### config.mk
export PLATFORM = sky130hd
export DESIGN_NAME = escape_sequence_decoder
export DESIGN_NICKNAME = d
export VERILOG_FILES = /design/src/sv/esd_pkg.sv /design/src/sv/esd_decode.sv /design/src/sv/escape_sequence_decoder.sv
export SDC_FILE = /design/constraint.sdc
export NUM_CORES = 1
export LEC_CHECK = 0
export BUFFER_PORTS_ARGS = -buffer_cell sky130_fd_sc_hd__buf_2
export CAP_MARGIN = 20
export CORE_MARGIN = 4
export CORE_UTILIZATION = 30
export DETAILED_ROUTE_END_ITERATION = 7
export HOLD_SLACK_MARGIN = 0.15
export RECOVER_POWER = 25
export SLEW_MARGIN = 20
export SYNTH_ARGS = -nofsm -noshare
export SYNTH_HDL_FRONTEND = slang
export SYNTH_SLANG_ARGS = --single-unit
### constraint.sdc
create_clock -name clk_i -period 4.6 [get_ports clk_i]
set_input_delay 0.46 -clock clk_i [delete_from_list [all_inputs] [get_ports clk_i]]
set_output_delay 0.46 -clock clk_i [all_outputs]
set_load 0.02 [all_outputs]
### src/sv/esd_pkg.sv
`default_nettype none

package esd_pkg;

  localparam int unsigned ValueW = 10;
  localparam int unsigned CountW = 2;

  // Decoder state, one-hot.
  typedef enum logic [2:0] {
    MODE_IDLE = 3'b001,
    MODE_ESC  = 3'b010,
    MODE_NUM  = 3'b100
  } mode_e;

  typedef enum logic [1:0] {
    BASE_HEX = 2'd0,
    BASE_OCT = 2'd1,
    BASE_DEC = 2'd2
  } base_e;

  localparam logic [7:0] ChBslash = 8'h5C;
  localparam logic [7:0] ChN      = 8'h6E;
  localparam logic [7:0] ChR      = 8'h72;
  localparam logic [7:0] ChT      = 8'h74;
  localparam logic [7:0] ChB      = 8'h62;
  localparam logic [7:0] ChX      = 8'h78;
  localparam logic [7:0] Ch0      = 8'h30;
  localparam logic [7:0] Ch1      = 8'h31;
  localparam logic [7:0] Ch7      = 8'h37;
  localparam logic [7:0] Ch9      = 8'h39;
  localparam logic [7:0] ChUpA    = 8'h41;
  localparam logic [7:0] ChUpF    = 8'h46;
  localparam logic [7:0] ChLoA    = 8'h61;
  localparam logic [7:0] ChLoF    = 8'h66;

  localparam logic [7:0] CodeNl  = 8'd10;
  localparam logic [7:0] CodeCr  = 8'd13;
  localparam logic [7:0] CodeTab = 8'd9;
  localparam logic [7:0] CodeBs  = 8'd8;

  localparam logic [CountW-1:0] HexLimit = 2'd2;
  localparam logic [CountW-1:0] NumLimit = 2'd3;

  typedef struct packed {
    logic [7:0] data;
    logic       valid;
    logic       last;
  } result_t;

  // Results produced by one request: count is 0, 1 or 2.
  typedef struct packed {
    logic [1:0] count;
    result_t    r1;
    result_t    r0;
  } emit_t;

endpackage

`default_nettype wire

### src/sv/esd_decode.sv
`default_nettype none

module esd_decode
  import esd_pkg::*;
(
  input  wire logic       clk_i,
  input  wire logic       rst_ni,
  input  wire logic       accept_i,
  input  wire logic [7:0] in_byte_i,
  input  wire logic       last_in_i,
  output emit_t           emit_o
);

  mode_e              mode_q, mode_d;
  base_e              base_q, base_d;
  logic [CountW-1:0]  count_q, count_d;
  logic [ValueW-1:0]  value_q, value_d;

  logic [7:0]         c;
  logic [3:0]         dval;
  logic               is_char;
  logic               dig_ok;
  logic [ValueW-1:0]  scaled;
  logic [ValueW-1:0]  acc;
  logic [CountW-1:0]  limit;
  logic [CountW-1:0]  count_inc;
  result_t            res [2];
  logic [1:0]         n;

  assign c = in_byte_i;

  // Digit value of the byte and whether it is a digit in the open base.
  always_comb begin
    is_char = 1'b1;
    dval    = 4'd0;
    if (c >= Ch0 && c <= Ch9) begin
      dval = c[3:0];
    end else if ((c >= ChUpA && c <= ChUpF) || (c >= ChLoA && c <= ChLoF)) begin
      dval = 4'(c[3:0] + 4'd9);
    end else begin
      is_char = 1'b0;
    end
    case (base_q)
      BASE_HEX: dig_ok = is_char;
      BASE_OCT: dig_ok = is_char && (dval < 4'd8);
      default:  dig_ok = is_char && (dval < 4'd10);
    endcase
  end

  always_comb begin
    case (base_q)
      BASE_HEX: scaled = {value_q[5:0], 4'b0000};
      BASE_OCT: scaled = {value_q[6:0], 3'b000};
      default:  scaled = ValueW'({value_q[6:0], 3'b000} + {value_q[8:0], 1'b0});
    endcase
    acc       = ValueW'(scaled + {6'd0, dval});
    limit     = (base_q == BASE_HEX) ? HexLimit : NumLimit;
    count_inc = CountW'(count_q + 2'd1);
  end

  always_comb begin
    mode_d  = mode_q;
    base_d  = base_q;
    count_d = count_q;
    value_d = value_q;
    n       = 2'd0;
    res[0]  = '0;
    res[1]  = '0;

    case (mode_q)
      MODE_NUM: begin
        if (dig_ok && count_q < limit) begin
          value_d = acc;
          count_d = count_inc;
          if (count_inc >= limit) begin
            res[0] = '{data: acc[7:0], valid: 1'b1, last: 1'b0};
            n      = 2'd1;
            mode_d = MODE_IDLE;
          end
        end else begin
          // Close the number, then treat the byte as fresh input.
          res[0] = '{data: value_q[7:0], valid: 1'b1, last: 1'b0};
          n      = 2'd1;
          mode_d = MODE_IDLE;
          if (c == ChBslash) begin
            mode_d = MODE_ESC;
          end else begin
            res[1] = '{data: c, valid: 1'b1, last: 1'b0};
            n      = 2'd2;
          end
        end
      end
      MODE_ESC: begin
        mode_d = MODE_IDLE;
        n      = 2'd1;
        res[0] = '{data: c, valid: 1'b1, last: 1'b0};
        if (c == ChN) begin
          res[0].data = CodeNl;
        end else if (c == ChR) begin
          res[0].data = CodeCr;
        end else if (c == ChT) begin
          res[0].data = CodeTab;
        end else if (c == ChB) begin
          res[0].data = CodeBs;
        end else if (c == ChX) begin
          n       = 2'd0;
          mode_d  = MODE_NUM;
          base_d  = BASE_HEX;
          count_d = '0;
          value_d = '0;
        end else if (c == Ch0) begin
          n       = 2'd0;
          mode_d  = MODE_NUM;
          base_d  = BASE_OCT;
          count_d = 2'd1;
          value_d = '0;
        end else if (c >= Ch1 && c <= Ch9) begin
          n       = 2'd0;
          mode_d  = MODE_NUM;
          base_d  = BASE_DEC;
          count_d = 2'd1;
          value_d = {6'd0, c[3:0]};
        end
      end
      default: begin
        mode_d = MODE_IDLE;
        if (c == ChBslash) begin
          mode_d = MODE_ESC;
        end else begin
          res[0] = '{data: c, valid: 1'b1, last: 1'b0};
          n      = 2'd1;
        end
      end
    endcase

    if (last_in_i) begin
      // Flush an open number, give a bare marker if nothing came out.
      if (mode_d == MODE_NUM) begin
        res[n[0]] = '{data: value_d[7:0], valid: 1'b1, last: 1'b0};
        n         = 2'(n + 2'd1);
      end
      if (n == 2'd0) begin
        res[0] = '{data: 8'd0, valid: 1'b0, last: 1'b0};
        n      = 2'd1;
      end
      if (n == 2'd2) begin
        res[1].last = 1'b1;
      end else begin
        res[0].last = 1'b1;
      end
      mode_d  = MODE_IDLE;
      base_d  = BASE_HEX;
      count_d = '0;
      value_d = '0;
    end
  end

  always_ff @(posedge clk_i or negedge rst_ni) begin
    if (!rst_ni) begin
      mode_q  <= MODE_IDLE;
      base_q  <= BASE_HEX;
      count_q <= '0;
      value_q <= '0;
    end else if (accept_i) begin
      mode_q  <= mode_d;
      base_q  <= base_d;
      count_q <= count_d;
      value_q <= value_d;
    end
  end

  assign emit_o = '{count: n, r1: res[1], r0: res[0]};

endmodule

`default_nettype wire

### src/sv/escape_sequence_decoder.sv
`default_nettype none

// Channel  | Handshake                  | Payload
// ---------+----------------------------+-----------------------------------------
// in       | in_valid_i / in_ready_o    | in_byte_i[7:0], last_in_i
// out      | out_valid_o / out_ready_i  | out_byte_o[7:0], byte_valid_o, last_out_o
//
// One request is decoded in the cycle it is accepted; its zero, one or two
// results land in a four-entry result queue whose oldest entry shows on the
// output. A new request is taken every cycle while the queue holds at most two
// results, so one byte per cycle is sustained; the single output port sets the
// limit when requests produce two results. Reset returns the decoder to idle
// and empties the queue. Output stalls back up through the queue only.

module escape_sequence_decoder
  import esd_pkg::*;
(
  input  wire logic       clk_i,
  input  wire logic       rst_ni,
  input  wire logic       in_valid_i,
  output logic            in_ready_o,
  input  wire logic [7:0] in_byte_i,
  input  wire logic       last_in_i,
  output logic            out_valid_o,
  input  wire logic       out_ready_i,
  output logic [7:0]      out_byte_o,
  output logic            byte_valid_o,
  output logic            last_out_o
);

  logic       accept;
  logic       pop;
  emit_t      emit;

  // Result queue: registers with read and write pointers.
  result_t    queue_q [4];
  logic [1:0] wr_ptr_q, wr_ptr_d;
  logic [1:0] rd_ptr_q, rd_ptr_d;
  logic [2:0] fill_q, fill_d;
  logic [1:0] wr_next;
  logic [1:0] push_n;
  result_t    head;

  assign in_ready_o = (fill_q < 3'd3);
  assign accept     = in_valid_i && in_ready_o;
  assign pop        = out_valid_o && out_ready_i;

  esd_decode u_decode (
    .clk_i     (clk_i),
    .rst_ni    (rst_ni),
    .accept_i  (accept),
    .in_byte_i (in_byte_i),
    .last_in_i (last_in_i),
    .emit_o    (emit)
  );

  // Push count of this cycle; nothing is pushed without an accepted request.
  assign push_n  = accept ? emit.count : 2'd0;
  assign wr_next = 2'(wr_ptr_q + 2'd1);

  always_comb begin
    wr_ptr_d = 2'(wr_ptr_q + push_n);
    rd_ptr_d = pop ? 2'(rd_ptr_q + 2'd1) : rd_ptr_q;
    fill_d   = 3'(fill_q + {1'b0, push_n} - {2'b00, pop});
  end

  // Store results; entries need no reset.
  always_ff @(posedge clk_i) begin
    if (push_n != 2'd0) begin
      queue_q[wr_ptr_q] <= emit.r0;
    end
    if (push_n == 2'd2) begin
      queue_q[wr_next] <= emit.r1;
    end
  end

  always_ff @(posedge clk_i or negedge rst_ni) begin
    if (!rst_ni) begin
      wr_ptr_q <= '0;
      rd_ptr_q <= '0;
      fill_q   <= '0;
    end else begin
      wr_ptr_q <= wr_ptr_d;
      rd_ptr_q <= rd_ptr_d;
      fill_q   <= fill_d;
    end
  end

  // Present the oldest queued result.
  assign head         = queue_q[rd_ptr_q];
  assign out_valid_o  = (fill_q != 3'd0);
  assign out_byte_o   = head.data;
  assign byte_valid_o = head.valid;
  assign last_out_o   = head.last;

endmodule

`default_nettype wire
== Word level (Yosys, flattened, before mapping) ==
Memories as Yosys holds them, arrays and structs flattened.
Index checks and enable logic that the tools add are counted.

* Bits in registers: 22
* Bits in writable memories: 40
* Input bits: 13
* Output and inout bits: 12
* Logic and storage cells: 164
* Memories kept: 1

{| class="wikitable"
|+ Memories
! name !! depth !! bits a word !! rd ports !! clocked after Yosys merged registers in !! wr ports !! RTL line !! text
|-
| queue_q || 4 || 10 || 1 || 0 || 2 || escape_sequence_decoder.sv:36 || <nowiki>result_t queue_q [4];</nowiki>
|}

* $add $sub $neg: 10
* Magnitude comparators: 14
* Eq/ne operators: 23
* Mux-type cells: 88
* Bitwise logic cells: 1
* Reduce and logical (&&, ||, !) cells: 20

{| class="wikitable"
|+ Operators by type and width
! operator !! number
|-
| two-way mux 9 bit || 9
|-
| two-way mux 10 bit || 7
|-
| two-way mux 2 bit || 33
|-
| equality test 8 x 7 -> 1 bit, second input constant || 6
|-
| two-way mux 20 bit || 2
|-
| one-hot mux 9 bit (2 select lines) || 2
|-
| two-way mux 8 bit || 4
|-
| two-way mux 3 bit || 10
|-
| bitwise mux 20 bit || 1
|-
| one-hot mux 10 bit (2 select lines) || 1
|-
| >= comparator 8 x 6 -> 1 bit, second input constant || 2
|-
| >= comparator 8 x 7 -> 1 bit, second input constant || 2
|-
| less-or-equal comparator 8 x 7 -> 1 bit, second input constant || 2
|-
| two-way mux 1 bit || 12
|-
| inequality test 3 bit, second input constant || 4
|-
| demux 10 bit (select 1 bit) || 1
|-
| logical AND 1 bit || 10
|-
| adder 9 x 4 -> 9 bit || 1
|-
| adder 9 bit || 1
|-
| adder 2 x 1 -> 2 bit, second input constant || 4
|-
| equality test 8 x 6 -> 1 bit, second input constant || 1
|-
| less-or-equal comparator 8 x 6 -> 1 bit, second input constant || 1
|-
| less-than comparator 4 bit, second input constant || 2
|-
| two-way mux 4 bit || 2
|-
| other kinds (27) || 36
|}

== Longest topological paths before layout ==
* Word-level depth: 22
* Mapped depth: 20
* Depth with buffers taken out: 17

== Cells and area by module ==
Synthesis repeated with hierarchy kept, for this count alone.

* Cell total of the unflattened synthesis: 453
* Area, all modules: 4739.5 um^2

{| class="wikitable"
|+ By module, submodules not included
! module !! times used !! cells each !! area an instance (um^2) !! seq. area each (um^2)
|-
| escape_sequence_decoder || 1 || 145 || 2456.1 || 1376.3
|-
| esd_decode || 1 || 308 || 2283.4 || 376.6
|}

== Least setup slack after synthesis ==
OpenSTA, ideal clock, no wires.

* Path kind: in2reg
* Start point: input port in_byte_i[0]
* End point: register fill_q[2]
* Setup time: 0.123 ns
* Arrival: 3.942 ns
* Data required time: 4.477 ns
* Slack: 0.535 ns
* Cell stages on the path: 19
* Path buffers: 2
* Cells stage by stage: clkbuf_1 > inv_1 > ha_1 > or3b_2 > and3_1 > a221oi_2 > a21o_1 > buf_6 > a311oi_1 > a21oi_1 > a21oi_1 > nand2b_1 > ha_1 > inv_1 > ha_1 > inv_1 > fa_1 > xor2_1 > xnor2_1

* Longest elaborated chain between the ends: 21
* Elaborated cells on any way between the ends: 62
* Those cells by class: add/sub: 4; order compare: 9; eq/ne: 8; mux: 32; reduce/logical: 9

{| class="wikitable"
|+ RTL lines
! what !! RTL line !! text
|-
| start: declaration || escape_sequence_decoder.sv:22 || <nowiki>input wire logic [7:0] in_byte_i,</nowiki>
|-
| >= comparator 8 x 7 -> 1 bit / less-or-equal comparator 8 x 7 -> 1 bit (equally long branches) || esd_decode.sv:38 || <nowiki>end else if ((c >= ChUpA && c <= ChUpF) || (c >= ChLoA && c <= ChLoF)) begin</nowiki>
|-
| logical AND 1 bit || esd_decode.sv:38 ||
|-
| logical OR 1 bit || esd_decode.sv:38 ||
|-
| two-way mux 4 bit || esd_decode.sv:38 ||
|-
| two-way mux 4 bit || esd_decode.sv:36 || <nowiki>if (c >= Ch0 && c <= Ch9) begin</nowiki>
|-
| less-than comparator 4 bit (on tied branches) || esd_decode.sv:46, esd_decode.sv:45 ||
|-
| logical AND 1 bit (on tied branches) || esd_decode.sv:46, esd_decode.sv:45 ||
|-
| one-hot mux 1 bit (2 select lines) || esd_decode.sv:43 || <nowiki>case (base_q)</nowiki>
|-
| [... 6 more ...] || - ||
|-
| logical NOT 2 bit || esd_decode.sv:142 || <nowiki>if (n == 2'd0) begin</nowiki>
|-
| two-way mux 2 bit || esd_decode.sv:142 ||
|-
| two-way mux 2 bit || esd_decode.sv:136 || <nowiki>if (last_in_i) begin</nowiki>
|-
| two-way mux 2 bit * || esd_decode.sv:136 ||
|-
| two-way mux 2 bit * || escape_sequence_decoder.sv:58 || <nowiki>assign push_n = accept ? emit.count : 2'd0;</nowiki>
|-
| adder 3 x 2 -> 3 bit * || escape_sequence_decoder.sv:64 || <nowiki>fill_d = 3'(fill_q + {1'b0, push_n} - {2'b00, pop});</nowiki>
|-
| subtractor 3 x 1 -> 3 bit * || escape_sequence_decoder.sv:64 ||
|-
| via fill_d[2] || escape_sequence_decoder.sv:39 || <nowiki>logic [2:0] fill_q, fill_d;</nowiki>
|-
| end signal: assignment || escape_sequence_decoder.sv:85 || <nowiki>fill_q <= fill_d;</nowiki>
|-
| end: declaration || escape_sequence_decoder.sv:39 ||
|}

Mark *: on every way through the listed nets, which the timed path passes. The rest lies on a longest branch. The select of a mux whose other input is x is not followed.
A chain may end at the register's enable or synchronous reset.

==> impl_metrics.env <==
export IMPL_fp_row_count=46
export IMPL_synth_edf_count=40
export IMPL_start_kind="primary input"
export IMPL_synthFlopType="edfxtp_1"
export IMPL_synth_top_family_by_area="compound AO/OA/AOI/OAI gates"
export IMPL_rsz0062_at_grt="no"
export IMPL_final_util_pct=34.65
export IMPL_period_share_pct=88.72
export IMPL_place_congestion=0.9390
export IMPL_drtPass1Iterations=5
export IMPL_finalHoldViolCount=0
export IMPL_top_layer="met4"
export IMPL_fin_skew_ps=7.982
export IMPL_nNetsFinal=556
export IMPL_wl_met3_um=867
export IMPL_async_flop_share_pct=35.48
export IMPL_hpwl_um=10870
export IMPL_multi_input_area_mm2=0.002908
export IMPL_finalSetupTns_ps=0
export IMPL_start_util_pct=30.70
export IMPL_syn_to_final_growth_pct=12.86
export IMPL_grt_antenna_before_repair=0
export IMPL_worstMarginPinSlew_ps=1380
export IMPL_setup_worst_path_start="in_byte_i[0]"
export IMPL_max_freq_mhz=245.0
export IMPL_max_cap_viol_count=0
export IMPL_ys_ff_latch=62
export IMPL_coreArea_mm2=0.01594
export IMPL_clk_pin_slew_worst_paths_ps=50
export IMPL_gr_total_overflow=0
export IMPL_avgSynthCellArea_um2=9.731
export IMPL_worstHoldStart="fill_q[2]$_DFF_PN0_"
export IMPL_crit_type="in -> reg"
export IMPL_min_path_type="reg -> reg"
export IMPL_synth_fa_ha_area_share_pct=4.908
export IMPL_total_power_mw=2.073
export IMPL_drv_slew=0
export IMPL_setup_viol=0
export IMPL_finalWirelength_um=14820
export IMPL_cp_arrival_ps=4140
export IMPL_synth_area_leader_cell="edfxtp_1"
export IMPL_portBuffers=24
export IMPL_ys_types=81
export IMPL_place_inst=729
export IMPL_cp_max_fo=14
export IMPL_yosys_top_cells_area="edfxtp_1 (25%), dfrtp_1 (11%), mux4_2 (4.6%)"
export IMPL_m1WireLength_um=6512
export IMPL_clk_latency_ps=330
export IMPL_p_leak_nw=2.053
export IMPL_diodes=0
export IMPL_synth_compound_gate_area_share_pct=24.54
export IMPL_hold_ws_ps=495.0
export IMPL_grt_use_total_pct=16.51
export IMPL_synthXorXnorAreaFrac_pct=2.326
export IMPL_cts_tree="built"
export IMPL_pin_count=25
export IMPL_grt_pass1_vias=4247
export IMPL_synth_warnings=0
export IMPL_final_common_cell="nand2_1"
export IMPL_drc_errors=0
export IMPL_mappedNetlistNets=534
export IMPL_vias=4363
export IMPL_fp_dieH_um=135.7
export IMPL_cp_data_required_time_ps=4660
export IMPL_critPathCaptureType="register"
export IMPL_netlist_area_mm2=0.004895
export IMPL_cts_htree_levels=3
export IMPL_final_cells=746
export IMPL_clock_sinks=62
export IMPL_grt_max_degree=23
export IMPL_avgViaCountPerCell=5.849
export IMPL_synth_top_area_share_pct=24.54
export IMPL_ff_latch_area_mm2=0.001753
export IMPL_synth_mux_area_share_pct=9.407
export IMPL_period_minus_slack_ps=4081
export IMPL_ir_worst_vdd_mv=0.2602
export IMPL_postSynthCellCount=503
export IMPL_ant_nets=0
export IMPL_routedWlPerCell_um=19.87
export IMPL_die_w_um=135.7
export IMPL_r2r_start="u_decode.base_q[1]$_DFFE_PN0P_"
export IMPL_run_status="finished clean"
export IMPL_grt_pass1_wl_um=23500
export IMPL_fillCellCount=1624
export IMPL_route_met2_wl_um=7118
export IMPL_ys_seq_area_share_pct=35.81
export IMPL_drt_initial_drc_count=383
export IMPL_cts_buffers=9
export IMPL_root_buffer="clkbuf_16"
export IMPL_cts_buffer_depth=2
export IMPL_yosys_area_share_simple_pct=18.23
export IMPL_slew_headroom_pct=7.981
export IMPL_drive_above_1_share_pct=16.23
export IMPL_power_density_mw_per_mm2=375.2
export IMPL_die_area_mm2=0.01842
export IMPL_final_cell_mix="nand2_1 (43), edfxtp_1 (40), a21oi_1 (38)"
-- cell families after synthesis --
family | after synthesis
flip-flops | 62
buffers and inverters | 47
XOR/XNOR | 13
AND/OR/NAND/NOR | 162
AO/OA/AOI/OAI | 169
multiplexers | 32
adder cells (fa/ha/maj) | 18
-- final timing paths --
| path | to | slack [ps] | depth (start not counted) |
|---|---|---|---|
| max in group asynchronous | rd_ptr_q[0]$_DFFE_PN0P_ | 2790 | 2 |
| min in group asynchronous | u_decode.mode_q[2]$_DFFE_PN0P_ | 990 | 2 |
| worst max register to register | fill_q[2]$_DFF_PN0_ | 940 | 16 |
| worst min register to register | fill_q[2]$_DFF_PN0_ | 490 | 1 |
| worst max-delay path | queue_q[1][7]$_DFFE_PP_ | 520 | 14 |
| worst min-delay path | fill_q[2]$_DFF_PN0_ | 490 | 1 |
-- report_power, final --
part           switching, mW  total (mW)  leakage, nW  internal [mW]
Sequential             0.103       0.796        0.643          0.693
Clock                  0.224       0.632        0.140          0.408
Combinational          0.394       0.645         1.27          0.251
Total                  0.721        2.07         2.05           1.35
-- metal layers --
layer	up-vias	GRT usage, %
li1	2005	-
met1	2169	21.80
met2	156	27.49
met3	33	3.232
met4	0	4.871
met5	-	0
-- stage by stage --
stage / instance area [um^2] / setup WS, ps
2_1_floorplan: 4895 / 535.1
3_3_place_gp: 5243 / 456.7
3_5_place_dp: 5243 / 303.3
4_1_cts: 5535 / 634.6
5_1_grt: 5524 / 347.6
6_report: 5524 / 518.8
-- state kept, by name, indices dropped and copies added (netlist names) --
signal and cells:
fill_q 3, queue_q 40, rd_ptr_q 2, u_decode.base_q 2, u_decode.count_q 2, u_decode.mode_q 3
u_decode.value_q 8, wr_ptr_q 2
-- critical path: stages --
cell and delay, ps:
buf_2 250, inv_1 130, ha_1 280, or3b_2 500, and3_1 220, a22oi_1 330
inv_1 80, ha_1 230, ha_1 200, or3_1 380, a221oi_1 520, o22ai_1 310
nand2_1 130, o21ai_0 110
-- cells in the mapped netlist (all sizes together), types with 4 or more instances --
| cell type | number |
|---|---|
| nor2b | 4 |
| a21oi | 40 |
| o31ai | 8 |
| o32ai | 5 |
| mux2i | 20 |
| and2 | 5 |
| and3 | 4 |
| buf | 18 |
| xnor2 | 6 |
| nor2 | 32 |
| nand4b | 4 |
| edfxtp | 40 |
| a22o | 6 |
| or2 | 4 |
| nand3 | 14 |
| nand4 | 5 |
| clkbuf | 14 |
| nand2b | 5 |
| o22ai | 9 |
| inv | 14 |
| nand2 | 43 |
| dfrtp | 21 |
| or3 | 7 |
| o21ai | 38 |
| a221oi | 4 |
| mux4 | 10 |
| a31oi | 5 |
| a211oi | 14 |
| nor3 | 14 |
| a21o | 4 |
| o211ai | 7 |
| ha | 16 |
| xor2 | 7 |
-- cell type report --
type	instances	share of cell area [%]
clock inverter	1	0.09060
inverter	15	1.019
clock buffer	15	5.028
multi-input combinational	394	52.64
timing repair buffer	43	4.598
tap	216	4.892
sequential	62	31.73
-- what timing repair did --
item | 4_1_cts | 5_1_grt
hold buffers | 1 | 0
hold endpoints to repair | 21 | 0
setup buffers | 0 | 0
gates resized for setup | 0 | 0
Note: power is estimated with default switching activity, not from simulation.
